## src/design/spc_pkg.sv

```systemverilog
// shared types and constants for the sprite position and tile coverage block
package spc_pkg;

    // tile grid geometry
    localparam int C_ROW_STRIDE = 32;
    localparam int C_GRID_BITS  = $clog2(C_ROW_STRIDE);
    localparam int C_IDX_W      = 10;
    localparam int C_POS_W      = 11;
    localparam int C_TILE_W     = 7;

    // configuration register indexes
    localparam logic [2:0] C_REG_COCKTAIL  = 3'd0;
    localparam logic [2:0] C_REG_XOFF      = 3'd1;
    localparam logic [2:0] C_REG_XOFF_FLIP = 3'd2;
    localparam logic [2:0] C_REG_VMAX_X    = 3'd3;
    localparam logic [2:0] C_REG_VMAX_Y    = 3'd4;
    localparam logic [2:0] C_REG_COLS      = 3'd5;
    localparam logic [2:0] C_REG_ROWS      = 3'd6;

    // register reset values
    localparam logic [9:0] C_VMAX_X_RST = 10'd511;
    localparam logic [9:0] C_VMAX_Y_RST = 10'd479;
    localparam logic [5:0] C_COLS_RST   = 6'd32;
    localparam logic [5:0] C_ROWS_RST   = 6'd30;

    // position math constants
    localparam logic signed [C_POS_W-1:0] C_X_BIAS    = 11'sd8;
    localparam logic signed [C_POS_W-1:0] C_Y_BASE    = 11'sd480;
    localparam logic signed [C_POS_W-1:0] C_FLIP_X    = 11'sd466;
    localparam logic signed [C_POS_W-1:0] C_FLIP_Y    = 11'sd450;
    localparam logic signed [C_POS_W-1:0] C_WRAP      = 11'sd512;
    localparam logic signed [C_POS_W-1:0] C_CLIP      = -11'sd32;

    // one candidate tile
    typedef struct packed {
        logic signed [C_TILE_W-1:0] row;
        logic signed [C_TILE_W-1:0] col;
    } t_tile_req;

    // candidate test result
    typedef struct packed {
        logic               hit;
        logic [C_IDX_W-1:0] index;
    } t_tile_rsp;

endpackage

```

## src/design/spc_tile_unit.sv

```systemverilog
// on-screen test and index forming for one candidate tile
module spc_tile_unit
    import spc_pkg::*;
(
    input  t_tile_req  i_req,
    input  logic [5:0] i_cols,
    input  logic [5:0] i_rows,
    output t_tile_rsp  o_rsp
);

    logic [5:0]                 cols_eff;
    logic [5:0]                 rows_eff;
    logic signed [C_TILE_W-1:0] cols_s;
    logic signed [C_TILE_W-1:0] rows_s;

    // grid size saturates at the row stride
    assign cols_eff = (i_cols > 6'(C_ROW_STRIDE)) ? 6'(C_ROW_STRIDE) : i_cols;
    assign rows_eff = (i_rows > 6'(C_ROW_STRIDE)) ? 6'(C_ROW_STRIDE) : i_rows;
    assign cols_s   = $signed({1'b0, cols_eff});
    assign rows_s   = $signed({1'b0, rows_eff});

    // bounds compare and row-major index
    always_comb begin
        o_rsp.hit   = (i_req.row >= 0) && (i_req.row < rows_s) &&
                      (i_req.col >= 0) && (i_req.col < cols_s);
        o_rsp.index = (C_IDX_W'(i_req.row[C_GRID_BITS-1:0]) << C_GRID_BITS) |
                      C_IDX_W'(i_req.col[C_GRID_BITS-1:0]);
    end

endmodule

```

## src/design/sprite_position_tile_coverage_top.sv

```systemverilog
// top level: sprite position decode and tile coverage sequencer
//
// Usage:
//   Pulse start with the three bytes of one sprite entry on i_y_byte,
//   i_attr_byte and i_x_byte; the entry is taken when start is high and busy
//   is low. Results come out one word per cycle on the o_* result ports,
//   each marked by a one-cycle o_strobe; o_last flags the final word of an
//   entry. The receiver cannot stall, so every word is taken as it appears.
//   Registers are written on the cfg channel (i_cfg_valid / o_cfg_ready,
//   ready always high); the user must write them only while the block is idle, as the block itself does not enforce it.
// Sequence:
//   an unused entry (y byte zero) gives its word the cycle after start and
//   never raises busy. Otherwise the S_PREP and S_WRAP setup states decode,
//   offset, wrap and clip the position; a clipped sprite ends there. A drawn
//   sprite then walks its 4, 6 or 9 candidate tiles through one shared
//   tile test unit, one per cycle, and then S_DONE flushes the held word.
// Reset:
//   i_rst_n (synchronous) returns the sequencer to idle, drops the strobe
//   and loads the register defaults.
module sprite_position_tile_coverage_top
    import spc_pkg::*;
(
    input  logic                      i_clk,
    input  logic                      i_rst_n,
    input  logic                      start,
    output logic                      busy,
    input  logic [7:0]                i_y_byte,
    input  logic [7:0]                i_attr_byte,
    input  logic [7:0]                i_x_byte,
    input  logic                      i_cfg_valid,
    output logic                      o_cfg_ready,
    input  logic [2:0]                i_cfg_index,
    input  logic [9:0]                i_cfg_data,
    output logic                      o_strobe,
    output logic                      o_visible,
    output logic [5:0]                o_sprite_code,
    output logic                      o_flip_h,
    output logic                      o_flip_v,
    output logic signed [C_POS_W-1:0] o_pos_x,
    output logic signed [C_POS_W-1:0] o_pos_y,
    output logic                      o_tile_valid,
    output logic [C_IDX_W-1:0]        o_tile_id,
    output logic                      o_last
);

    // sequencer states
    localparam logic [2:0] S_IDLE = 3'd0;
    localparam logic [2:0] S_PREP = 3'd1;
    localparam logic [2:0] S_WRAP = 3'd2;
    localparam logic [2:0] S_SCAN = 3'd3;
    localparam logic [2:0] S_DONE = 3'd4;

    // configuration registers
    logic             r_cocktail;
    logic signed [7:0] r_xoff;
    logic signed [7:0] r_xoff_flip;
    logic [9:0]       r_vmax_x;
    logic [9:0]       r_vmax_y;
    logic [5:0]       r_cols;
    logic [5:0]       r_rows;

    // sequencer and item registers
    logic [2:0]                r_state, n_state;
    logic [7:0]                r_yb, n_yb;
    logic [7:0]                r_attr, n_attr;
    logic [7:0]                r_xb, n_xb;
    logic signed [C_POS_W-1:0] r_x, n_x;
    logic signed [C_POS_W-1:0] r_y, n_y;
    logic [5:0]                r_code, n_code;
    logic                      r_fh, n_fh;
    logic                      r_fv, n_fv;
    logic [1:0]                r_dr, n_dr;
    logic [1:0]                r_dc, n_dc;
    logic                      r_pend_v, n_pend_v;
    logic [C_IDX_W-1:0]        r_pend_idx, n_pend_idx;

    // output word registers
    logic                      r_strobe, n_strobe;
    logic                      r_visible, n_visible;
    logic [5:0]                r_code_o, n_code_o;
    logic                      r_fh_o, n_fh_o;
    logic                      r_fv_o, n_fv_o;
    logic signed [C_POS_W-1:0] r_px_o, n_px_o;
    logic signed [C_POS_W-1:0] r_py_o, n_py_o;
    logic                      r_tv_o, n_tv_o;
    logic [C_IDX_W-1:0]        r_ti_o, n_ti_o;
    logic                      r_last_o, n_last_o;

    logic                      accept;
    logic signed [C_POS_W-1:0] xb2;
    logic signed [C_POS_W-1:0] yb2;
    logic signed [C_POS_W-1:0] x_wrap;
    logic signed [C_POS_W-1:0] y_wrap;
    logic signed [C_TILE_W-1:0] c0;
    logic signed [C_TILE_W-1:0] r0;
    logic [1:0]                nc_last;
    logic [1:0]                nr_last;
    t_tile_req                 tile_req;
    t_tile_rsp                 tile_rsp;

    assign busy        = (r_state != S_IDLE);
    assign accept      = start && !busy;
    assign o_cfg_ready = 1'b1;

    // register writes
    always_ff @(posedge i_clk) begin
        if (!i_rst_n) begin
            r_cocktail  <= 1'b0;
            r_xoff      <= '0;
            r_xoff_flip <= '0;
            r_vmax_x    <= C_VMAX_X_RST;
            r_vmax_y    <= C_VMAX_Y_RST;
            r_cols      <= C_COLS_RST;
            r_rows      <= C_ROWS_RST;
        end else if (i_cfg_valid && o_cfg_ready) begin
            case (i_cfg_index)
                C_REG_COCKTAIL:  r_cocktail  <= i_cfg_data[0];
                C_REG_XOFF:      r_xoff      <= $signed(i_cfg_data[7:0]);
                C_REG_XOFF_FLIP: r_xoff_flip <= $signed(i_cfg_data[7:0]);
                C_REG_VMAX_X:    r_vmax_x    <= i_cfg_data;
                C_REG_VMAX_Y:    r_vmax_y    <= i_cfg_data;
                C_REG_COLS:      r_cols      <= i_cfg_data[5:0];
                C_REG_ROWS:      r_rows      <= i_cfg_data[5:0];
                default: begin
                end
            endcase
        end
    end

    // scaled raw bytes
    assign xb2 = $signed({2'b00, r_xb, 1'b0});
    assign yb2 = $signed({2'b00, r_yb, 1'b0});

    // wrap past the visible limits
    assign x_wrap = ($signed({r_x[C_POS_W-1], r_x}) > $signed({2'b00, r_vmax_x})) ?
                    (r_x - C_WRAP) : r_x;
    assign y_wrap = ($signed({r_y[C_POS_W-1], r_y}) > $signed({2'b00, r_vmax_y})) ?
                    (r_y - C_WRAP) : r_y;

    // first covered tile, truncating toward zero, and span per axis
    always_comb begin
        c0 = C_TILE_W'(r_x >>> 4);
        r0 = C_TILE_W'(r_y >>> 4);
        if (r_x[C_POS_W-1] && (r_x[3:0] != 4'd0)) begin
            c0 = c0 + C_TILE_W'(1);
        end
        if (r_y[C_POS_W-1] && (r_y[3:0] != 4'd0)) begin
            r0 = r0 + C_TILE_W'(1);
        end
        nc_last = (r_x[3:0] != 4'd0) ? 2'd2 : 2'd1;
        nr_last = (r_y[3:0] != 4'd0) ? 2'd2 : 2'd1;
    end

    // candidate tile into the shared test unit
    assign tile_req.row = r0 + C_TILE_W'(r_dr);
    assign tile_req.col = c0 + C_TILE_W'(r_dc);

    spc_tile_unit u_tile (
        .i_req  (tile_req),
        .i_cols (r_cols),
        .i_rows (r_rows),
        .o_rsp  (tile_rsp)
    );

    // sequencer
    always_comb begin
        n_state    = r_state;
        n_yb       = r_yb;
        n_attr     = r_attr;
        n_xb       = r_xb;
        n_x        = r_x;
        n_y        = r_y;
        n_code     = r_code;
        n_fh       = r_fh;
        n_fv       = r_fv;
        n_dr       = r_dr;
        n_dc       = r_dc;
        n_pend_v   = r_pend_v;
        n_pend_idx = r_pend_idx;
        n_strobe   = 1'b0;
        n_visible  = r_visible;
        n_code_o   = r_code_o;
        n_fh_o     = r_fh_o;
        n_fv_o     = r_fv_o;
        n_px_o     = r_px_o;
        n_py_o     = r_py_o;
        n_tv_o     = r_tv_o;
        n_ti_o     = r_ti_o;
        n_last_o   = r_last_o;

        case (r_state)
            S_IDLE: begin
                if (accept) begin
                    n_yb   = i_y_byte;
                    n_attr = i_attr_byte;
                    n_xb   = i_x_byte;
                    if (i_y_byte == 8'd0) begin
                        // unused entry: zeroed closing word
                        n_strobe  = 1'b1;
                        n_visible = 1'b0;
                        n_code_o  = '0;
                        n_fh_o    = 1'b0;
                        n_fv_o    = 1'b0;
                        n_px_o    = '0;
                        n_py_o    = '0;
                        n_tv_o    = 1'b0;
                        n_ti_o    = '0;
                        n_last_o  = 1'b1;
                    end else begin
                        n_state = S_PREP;
                    end
                end
            end
            S_PREP: begin
                // decode, scale and orient
                n_code = r_attr[5:0];
                n_fh   = r_attr[6] ^ r_cocktail;
                n_fv   = r_attr[7] ^ r_cocktail;
                if (r_cocktail) begin
                    n_x = C_FLIP_X - (xb2 - C_X_BIAS) + C_POS_W'(r_xoff_flip);
                    n_y = C_FLIP_Y - (C_Y_BASE - yb2);
                end else begin
                    n_x = xb2 - C_X_BIAS + C_POS_W'(r_xoff);
                    n_y = C_Y_BASE - yb2;
                end
                n_state = S_WRAP;
            end
            S_WRAP: begin
                n_x      = x_wrap;
                n_y      = y_wrap;
                n_dr     = 2'd0;
                n_dc     = 2'd0;
                n_pend_v = 1'b0;
                if ((x_wrap <= C_CLIP) || (y_wrap <= C_CLIP)) begin
                    // clipped sprite
                    n_strobe  = 1'b1;
                    n_visible = 1'b0;
                    n_code_o  = r_code;
                    n_fh_o    = r_fh;
                    n_fv_o    = r_fv;
                    n_px_o    = x_wrap;
                    n_py_o    = y_wrap;
                    n_tv_o    = 1'b0;
                    n_ti_o    = '0;
                    n_last_o  = 1'b1;
                    n_state   = S_IDLE;
                end else begin
                    n_state = S_SCAN;
                end
            end
            S_SCAN: begin
                // a hit flushes the held word and takes its place
                if (tile_rsp.hit) begin
                    if (r_pend_v) begin
                        n_strobe  = 1'b1;
                        n_visible = 1'b1;
                        n_code_o  = r_code;
                        n_fh_o    = r_fh;
                        n_fv_o    = r_fv;
                        n_px_o    = r_x;
                        n_py_o    = r_y;
                        n_tv_o    = 1'b1;
                        n_ti_o    = r_pend_idx;
                        n_last_o  = 1'b0;
                    end
                    n_pend_v   = 1'b1;
                    n_pend_idx = tile_rsp.index;
                end
                // row-major candidate walk
                if (r_dc == nc_last) begin
                    n_dc = 2'd0;
                    if (r_dr == nr_last) begin
                        n_state = S_DONE;
                    end else begin
                        n_dr = r_dr + 2'd1;
                    end
                end else begin
                    n_dc = r_dc + 2'd1;
                end
            end
            S_DONE: begin
                // final word: held tile or no-tile marker
                n_strobe  = 1'b1;
                n_visible = 1'b1;
                n_code_o  = r_code;
                n_fh_o    = r_fh;
                n_fv_o    = r_fv;
                n_px_o    = r_x;
                n_py_o    = r_y;
                n_tv_o    = r_pend_v;
                n_ti_o    = r_pend_v ? r_pend_idx : '0;
                n_last_o  = 1'b1;
                n_state   = S_IDLE;
            end
            default: begin
                n_state = S_IDLE;
            end
        endcase
    end

    // control state
    always_ff @(posedge i_clk) begin
        if (!i_rst_n) begin
            r_state  <= S_IDLE;
            r_strobe <= 1'b0;
            r_pend_v <= 1'b0;
        end else begin
            r_state  <= n_state;
            r_strobe <= n_strobe;
            r_pend_v <= n_pend_v;
        end
    end

    // payload
    always_ff @(posedge i_clk) begin
        r_yb       <= n_yb;
        r_attr     <= n_attr;
        r_xb       <= n_xb;
        r_x        <= n_x;
        r_y        <= n_y;
        r_code     <= n_code;
        r_fh       <= n_fh;
        r_fv       <= n_fv;
        r_dr       <= n_dr;
        r_dc       <= n_dc;
        r_pend_idx <= n_pend_idx;
        r_visible  <= n_visible;
        r_code_o   <= n_code_o;
        r_fh_o     <= n_fh_o;
        r_fv_o     <= n_fv_o;
        r_px_o     <= n_px_o;
        r_py_o     <= n_py_o;
        r_tv_o     <= n_tv_o;
        r_ti_o     <= n_ti_o;
        r_last_o   <= n_last_o;
    end

    assign o_strobe      = r_strobe;
    assign o_visible     = r_visible;
    assign o_sprite_code = r_code_o;
    assign o_flip_h      = r_fh_o;
    assign o_flip_v      = r_fv_o;
    assign o_pos_x       = r_px_o;
    assign o_pos_y       = r_py_o;
    assign o_tile_valid  = r_tv_o;
    assign o_tile_id     = r_ti_o;
    assign o_last        = r_last_o;

endmodule

```

## config.mk

```make
export PLATFORM = sky130hd
export DESIGN_NAME = sprite_position_tile_coverage_top
export DESIGN_NICKNAME = d
export VERILOG_FILES = /design/src/design/spc_pkg.sv /design/src/design/spc_tile_unit.sv /design/src/design/sprite_position_tile_coverage_top.sv
export SDC_FILE = /design/constraint.sdc
export NUM_CORES = 1
export LEC_CHECK = 0
export BUFFER_PORTS_ARGS = -buffer_cell sky130_fd_sc_hd__buf_2
export CAP_MARGIN = 25
export CORE_UTILIZATION = 50
export CTS_BUF_LIST = sky130_fd_sc_hd__clkbuf_2
export DETAILED_ROUTE_END_ITERATION = 16
export GPL_TIMING_DRIVEN = 1
export PLACE_DENSITY = 0.76
export SYNTH_ARGS = -nofsm -noshare
export SYNTH_HDL_FRONTEND = slang
export SYNTH_SLANG_ARGS = --single-unit
```

## constraint.sdc

```tcl
create_clock -name i_clk -period 6.9 [get_ports i_clk]
set_input_delay 0.345 -clock i_clk [delete_from_list [all_inputs] [get_ports i_clk]]
set_output_delay 0.345 -clock i_clk [all_outputs]
set_load 0.02 [all_outputs]
```

==> results.json, run 1 <==
{
  "status": "finished, final reports clean",
  "hold_class": "in -> reg",
  "nets": 1083,
  "clock_latency_ns": 0.78,
  "slowest_delay_ns": 0.79,
  "multiInputGateArea_um2": 3970,
  "leakage_nw": 4.15,
  "arrival_ns": 5.54,
  "stdcell_area_um2": 9960,
  "area_growth_pct": 15.0,
  "drive_above_1_share": 0.138,
  "endpoint_kind": "register",
  "crit_path_top_delay_cell": "a221oi_4",
  "synth.ff_latch_count": 163,
  "postPlaceCellArea_um2": 9320,
  "setup_violations": 0,
  "yosysSeqAreaShare": 0.502,
  "firstDrtPassIters": 5,
  "clock-root-buffer": "clkbuf_2",
  "final_cells": 1207,
  "cts_buffers": 17,
  "initial_core_util": 0.517,
  "viasPerCell": 5.35,
  "vdd_drop_max_v": 0.000121,
  "maxCapViolCount": 0,
  "path_clk_slew_ns": 0.22,
  "antenna_found_initial": 1,
  "synth_cell_types": 63,
  "fp.dieArea_um2": 17900,
  "yosysMostFrequentCell": "nand2_1",
  "fp.dieH_um": 134,
  "critical_path.top_delay_family": "compound AO/OA/AOI/OAI gates",
  "cts_buffer_depth": 2,
  "cp_max_fo": 26,
  "critical_path_class": "reg -> reg",
  "postCtsSetupRepairBufs": 0,
  "h-tree-depth": 4,
  "synth_area_um2": 8670,
  "syn_avg_cell_area_um2": 10.2,
  "hold_viol": 0,
  "min_period_over_period": 0.736,
  "hold_slack_ns": 0.125,
  "routed_wl_um": 19400,
  "tightest_slew_ns": 0.900,
  "grt_pass1_vias": 6421,
  "synthTopCellsByCount": "nand2_1, edfxtp_1, ha_1",
  "n_fill_cell": 1458,
  "min-delay-start": "i_cfg_valid",
  "io-pin-count": 87,
  "grt_overflow_total": 0,
  "synth-edff-count": 109,
  "r2r-start": "r_x[1]",
  "crit_buf_inv": 2,
  "synth_area_leader_cell": "edfxtp_1",
  "drt-initial-drc-count": 503,
  "synthCells": 849,
  "tns_ns": 0,
  "syn_nets": 959,
  "fp.dieW_um": 134,
  "cp_cell_sequence": "o41ai_4, xnor2_1, ha_1, inv_1, fa_1, nor2b_1, mux2i_1, nor2_1, a21oi_1, xnor2_1, ha_1, nor4_1, a22oi_1, a21oi_1, nand3_1, a221oi_4, buf_4",
  "maxSlewViolCount": 0,
  "maxSlewHeadroom": 0.400,
  "vias": 6456,
  "fp-row-count": 47,
  "drc": 0,
  "grt_setup_unrepaired": "no",
  "track_usage": 0.231,
  "synth_top_flop_cell": "edfxtp_1",
  "hpwl_um": 14300,
  "yosys_warnings": 0,
  "core_um2": 16800,
  "place_congestion": 0.925,
  "startpoint_type": "register",
  "ant_nets": 0,
  "cts_tree": "built",
  "grt_max_degree": 29,
  "dp.cells": 1133,
  "clock-sinks": 163,
  "async_reset_ff_frac": 0,
  "cp-startpoint": "r_x[1]",
  "wl_per_cell_um": 16.1,
  "power_density_nw_per_um2": 211,
  "min_period_ns": 5.08,
  "netlist_top_cells_area": "edfxtp_1, dfxtp_1, ha_1, nand2_1, a21oi_1",
  "grt_pass1_wl_um": 31500,
  "register_area_um2": 4350,
  "yosysTopAreaCellShare": 0.378,
  "clock.fmax_mhz": 197,
  "critical_path_required_ns": 7.36,
  "portBuffers": 84,
  "worst_clock_skew_ns": 0.0273
}
## worst min-delay path: cells and delay by family
family	cells	cell delay [ns]
and+or+nand+nor	4	0.41
buffers and inverters	1	0.12
## cell type report
class,instances,share of cell area
Clock buffer,18,0.00904
Multi-Input combinational cell,594,0.399
Timing Repair Buffer,133,0.0894
Clock inverter,14,0.0138
Tap cell,220,0.0276
Antenna cell,1,0.000251
Inverter,64,0.0241
Sequential cell,163,0.437
## registers in the layout (all words and copies together), names as in the netlist, 8 cells and up
register / flops
r_pend_idx: 10
o_pos_x: 11
o_tile_id: 10
r_attr: 8
r_x: 11
o_pos_y: 10
r_vmax_x: 10
r_xoff: 8
r_xb: 8
r_y: 10
r_yb: 8
r_xoff_flip: 8
r_vmax_y: 10
## power by group
part / internal (W) / total (W) / switching (W) / leakage [nW]
clock: 0.000165 / 0.000506 / 0.000341 / 0.129
combinational: 0.000181 / 0.000437 / 0.000256 / 2.54
sequential: 0.00111 / 0.00116 / 0.0000475 / 1.48
## path summary, 6_finish.rpt
check	slack (ns)	to	depth (start not counted)
worst min-delay path	0.12	r_vmax_x[0]	5
worst max register to register	1.82	o_pos_x[1]	17
worst max-delay path	1.82	o_pos_x[1]	17
worst min register to register	0.45	r_code[5]	0
## through the flow
step | power (W) | setup slack (ns) | util
CTS | 0.00212 | 1.80 | 0.594
floorplan | 0.00147 | 1.55 | -
finish | 0.00210 | 1.82 | 0.595
global placement | 0.00158 | 2.01 | 0.556
global route | 0.00222 | 1.43 | 0.595
detailed placement | 0.00160 | 1.86 | 0.556
## routing by layer
| metal | global-route usage | vias up | share of wire |
|---|---|---|---|
| li1 | - | 3232 | - |
| met1 | 0.286 | 3022 | 0.44 |
| met2 | 0.392 | 166 | 0.48 |
| met3 | 0.0434 | 36 | 0.049 |
| met4 | 0.105 | 0 | 0.027 |
| met5 | 0 | - | 0 |
## cell families after synthesis
kind of cell,synth area share
AOI/OAI and AO/OA,0.113
and+or+nand+nor,0.168
xor gates and xnor gates,0.0485
buffers and inverters,0.0417
DFF,0.502
muxes,0.0221
adders and majority gates,0.103
other,0.000866
## placed cells by master (no fill, tap or decap), types with 8 or more instances in the layout
cell,n
a211oi_1,11
a21oi_1,52
and2_1,15
buf_2,84
buf_4,8
clkbuf_2,18
dfxtp_1,54
dlygate4sd3_1,41
edfxtp_1,109
ha_1,65
inv_1,62
mux2i_1,18
nand2_1,119
nand3_1,17
nor2_1,57
nor2b_1,32
nor3_1,16
o211ai_1,18
o21ai_0,25
or3_1,9
xnor2_1,27
xor2_1,21
## what timing repair did
action,CTS,global route
hold endpoints to repair,75,0
hold buffers,41,0
resized for setup,0,0
endpoints found under the setup margin,0,0
Power figures use the tool's default switching activity.
==> inputs of run 2 (changes only) <==
Settings changed: ABC_AREA set to 1, PLACE_DENSITY 0.76 to 0.79.
Clock period 6.9 ns to 4.1 ns, I/O delays scaled along.
==> run 2 against run 1 <==
Effect of this change: worst setup slack got worse by 1.5 ns; critical endpoint is now o_pos_y[6]; sequential cell count unchanged; sequential power increased by 120%; clock skew increased by 0.029 ns; clock power increased by 87%; combinational power increased to 6.5 times the previous value; count of clock-buffer cells in the layout unchanged; sequential share of layout area decreased by 1.7 points; utilization increased by 0.52 points; register-to-register slack got worse by 1.5 ns; first-iteration DRC count decreased by 3.6%; fmax increased by 35%.
==> results.json, run 2 <==
{
  "cp_cell_sequence": "ha_1, o21ai_0, inv_1, fa_1, nand3b_1, nor2_2, xor2_1, ha_1, a21oi_1, nand2_1, nand2_1, nand3_1, nor2_2, nand2_1, nand2_1, nand2_2, inv_1, buf_6",
  "synth.ff_latch_count": 163,
  "maxCapViolCount": 0,
  "grt_pass1_vias": 6867,
  "area_growth_pct": 16.9,
  "ant_nets": 0,
  "min_period_ns": 3.76,
  "wl_met1_um": 8680,
  "highest_layer": "met4",
  "fp.dieArea_um2": 18300,
  "yosysSeqAreaShare": 0.491,
  "routed_wl_um": 20100,
  "grt_setup_unrepaired": "no",
  "fp.dieH_um": 135,
  "hold_viol": 0,
  "crit_path_top_delay_cell": "edfxtp_1",
  "syn_nets": 1135,
  "wl_per_cell_um": 14.3,
  "worst_clock_skew_ns": 0.0567,
  "multiInputGateArea_um2": 3770,
  "yosys-mux-area-fraction": 0.00127,
  "viasPerCell": 5.10,
  "syn_avg_cell_area_um2": 8.66,
  "firstDrtPassIters": 5,
  "fin_ws_ns": 0.342,
  "postCtsSetupRepairBufs": 0,
  "hpwl_um": 14600,
  "routed-wl-met2_um": 9990,
  "drc": 0,
  "totalPowerFinal_w": 0.00631,
  "place_congestion": 0.910,
  "mostFrequentLayoutCells": "nand2_1, inv_1, nor2_1",
  "h-tree-depth": 4,
  "cts_buffers": 17,
  "arrival_ns": 4.19,
  "finish.utilization": 0.600,
  "track_usage": 0.233,
  "antenna_found_initial": 1,
  "grt_overflow_total": 0,
  "critical_path_class": "reg -> reg",
  "yosys.area_share.adder": 0.101,
  "synth_top_flop_cell": "edfxtp_1",
  "fp-row-count": 48,
  "yosysTopAreaCellShare": 0.369,
  "hold_slack_ns": 0.150,
  "power_density_nw_per_um2": 609,
  "maxSlewViolCount": 0,
  "synth_area_leader_cell": "edfxtp_1",
  "vdd_drop_max_v": 0.000291,
  "netlist_top_cells_area": "edfxtp_1, dfxtp_1, ha_1, nand2_1, inv_1",
  "endpoint_kind": "register",
  "cts_tree": "built",
  "fp.dieW_um": 135,
  "io-pin-count": 87,
  "cts_buffer_depth": 2,
  "initial_core_util": 0.513,
  "setup_violations": 0,
  "leakage_nw": 4.93,
  "grt_max_degree": 44,
  "synth_area_um2": 8870,
  "nets": 1281,
  "min_period_over_period": 0.917,
  "path_clk_slew_ns": 0.23,
  "wl_met3_um": 966,
  "cp_max_fo": 26,
  "startpoint_type": "register",
  "synth_top_family_by_area": "simple AND/OR/NAND/NOR gates",
  "clock_latency_ns": 0.77,
  "clock-sinks": 163,
  "hold_class": "in -> reg",
  "crit_top_cell": "nand2_1",
  "dpl_worst_slack_ns": 0.328,
  "synth_compound_area_frac": 0.100,
  "yosysMostFrequentCell": "nand2_1",
  "synth_cell_types": 47,
  "yosys.area_share.simple": 0.195,
  "register_area_um2": 4350,
  "async_reset_ff_frac": 0,
  "drt-initial-drc-count": 485,
  "drive_above_1_share": 0.144,
  "status": "finished, final reports clean",
  "grt_pass1_wl_um": 32400,
  "synthCells": 1025,
  "maxSlewHeadroom": 0.369,
  "slowest_delay_ns": 0.55,
  "yosys_warnings": 0,
  "synth_xor_xnor_area_share": 0.0265,
  "critical_path_required_ns": 4.54,
  "portBuffers": 84,
  "core_um2": 17300,
  "synthTopCellsByCount": "nand2_1, inv_1, nor2_1",
  "vias": 7185,
  "n_fill_cell": 1510,
  "tns_ns": 0,
  "clock-root-buffer": "clkbuf_2",
  "tightest_slew_ns": 0.947,
  "final_common_cell": "nand2_1",
  "synth-edff-count": 109,
  "clock.fmax_mhz": 266
}
==> run 2: cell count changes in the layout (fill, tap and decap cells not counted), sizes merged, moves of 9 or more <==
cell / delta
and2: -15
dlygate4sd3: +11
or3: -9
nor2: +67
o21ai: +45
a21oi: +18
inv: +117
nand3: +31
nor2b: -32
nand2: +69
mux2i: -18
xnor2: -19
==> run 2: what timing repair did <==
action / in CTS / in global routing
hold buffers: 52 / 0
setup endpoints to repair: 0 / 26
endpoints found under the hold margin: 89 / 0
gates resized for setup: 0 / 1
==> run 2: stage by stage <==
stage / area [um^2] / instances
after floorplan: 8870 / 1025
after global placement: 9560 / 1323
after detailed placement: 9580 / 1324
after CTS: 10400 / 1408
after global routing: 10400 / 1410
final: 10400 / 1410
==> run 2: power by group <==
part | leakage, nW | total [W] | internal, W | switching, W
combinational | 3.31 | 0.00282 | 0.000985 | 0.00184
sequential | 1.46 | 0.00254 | 0.00232 | 0.000226
clock | 0.158 | 0.000946 | 0.000353 | 0.000593
==> run 2: area by class of cell <==
| cell class | count | area share |
|---|---|---|
| Sequential cell | 163 | 0.420 |
| Antenna cell | 1 | 0.000241 |
| Inverter | 178 | 0.0646 |
| Tap cell | 225 | 0.0271 |
| Clock buffer | 18 | 0.00868 |
| Timing Repair Buffer | 146 | 0.0988 |
| Multi-Input combinational cell | 665 | 0.364 |
| Clock inverter | 14 | 0.0169 |
==> run 2: critical path: cells and delay by family, from the launching register on <==
family          cells  cell delay, ns
flops               1            0.55
simple gates        9            0.85
fa+ha+maj           3            0.99
xor+xnor            1            0.21
buf+inv             3            0.43
compound gates      2            0.42
==> run 2: worst paths after layout <==
path / slack (ns) / to / from / cells past startpoint
worst max register to register: 0.34 / o_pos_y[6] / r_x[5] / 18
worst min register to register: 0.44 / r_code[1] / r_attr[1] / 0
worst max-delay path: 0.34 / o_pos_y[6] / r_x[5] / 18
worst min-delay path: 0.15 / r_attr[7] / i_attr_byte[7] / 2
==> run 2: cell families after synthesis <==
family | after synthesis
AOI/OAI and AO/OA | 165
muxes | 1
and+or+nand+nor | 402
buffers and inverters | 197
other | 2
adders and majority gates | 69
xor gates and xnor gates | 26
DFF | 163
==> run 2: layer usage <==
layer  vias to the layer above  GRT usage
met5                         -          0
li1                       3661          -
met2                       182      0.407
met4                         0     0.0893
met3                        37     0.0456
met1                      3305      0.284
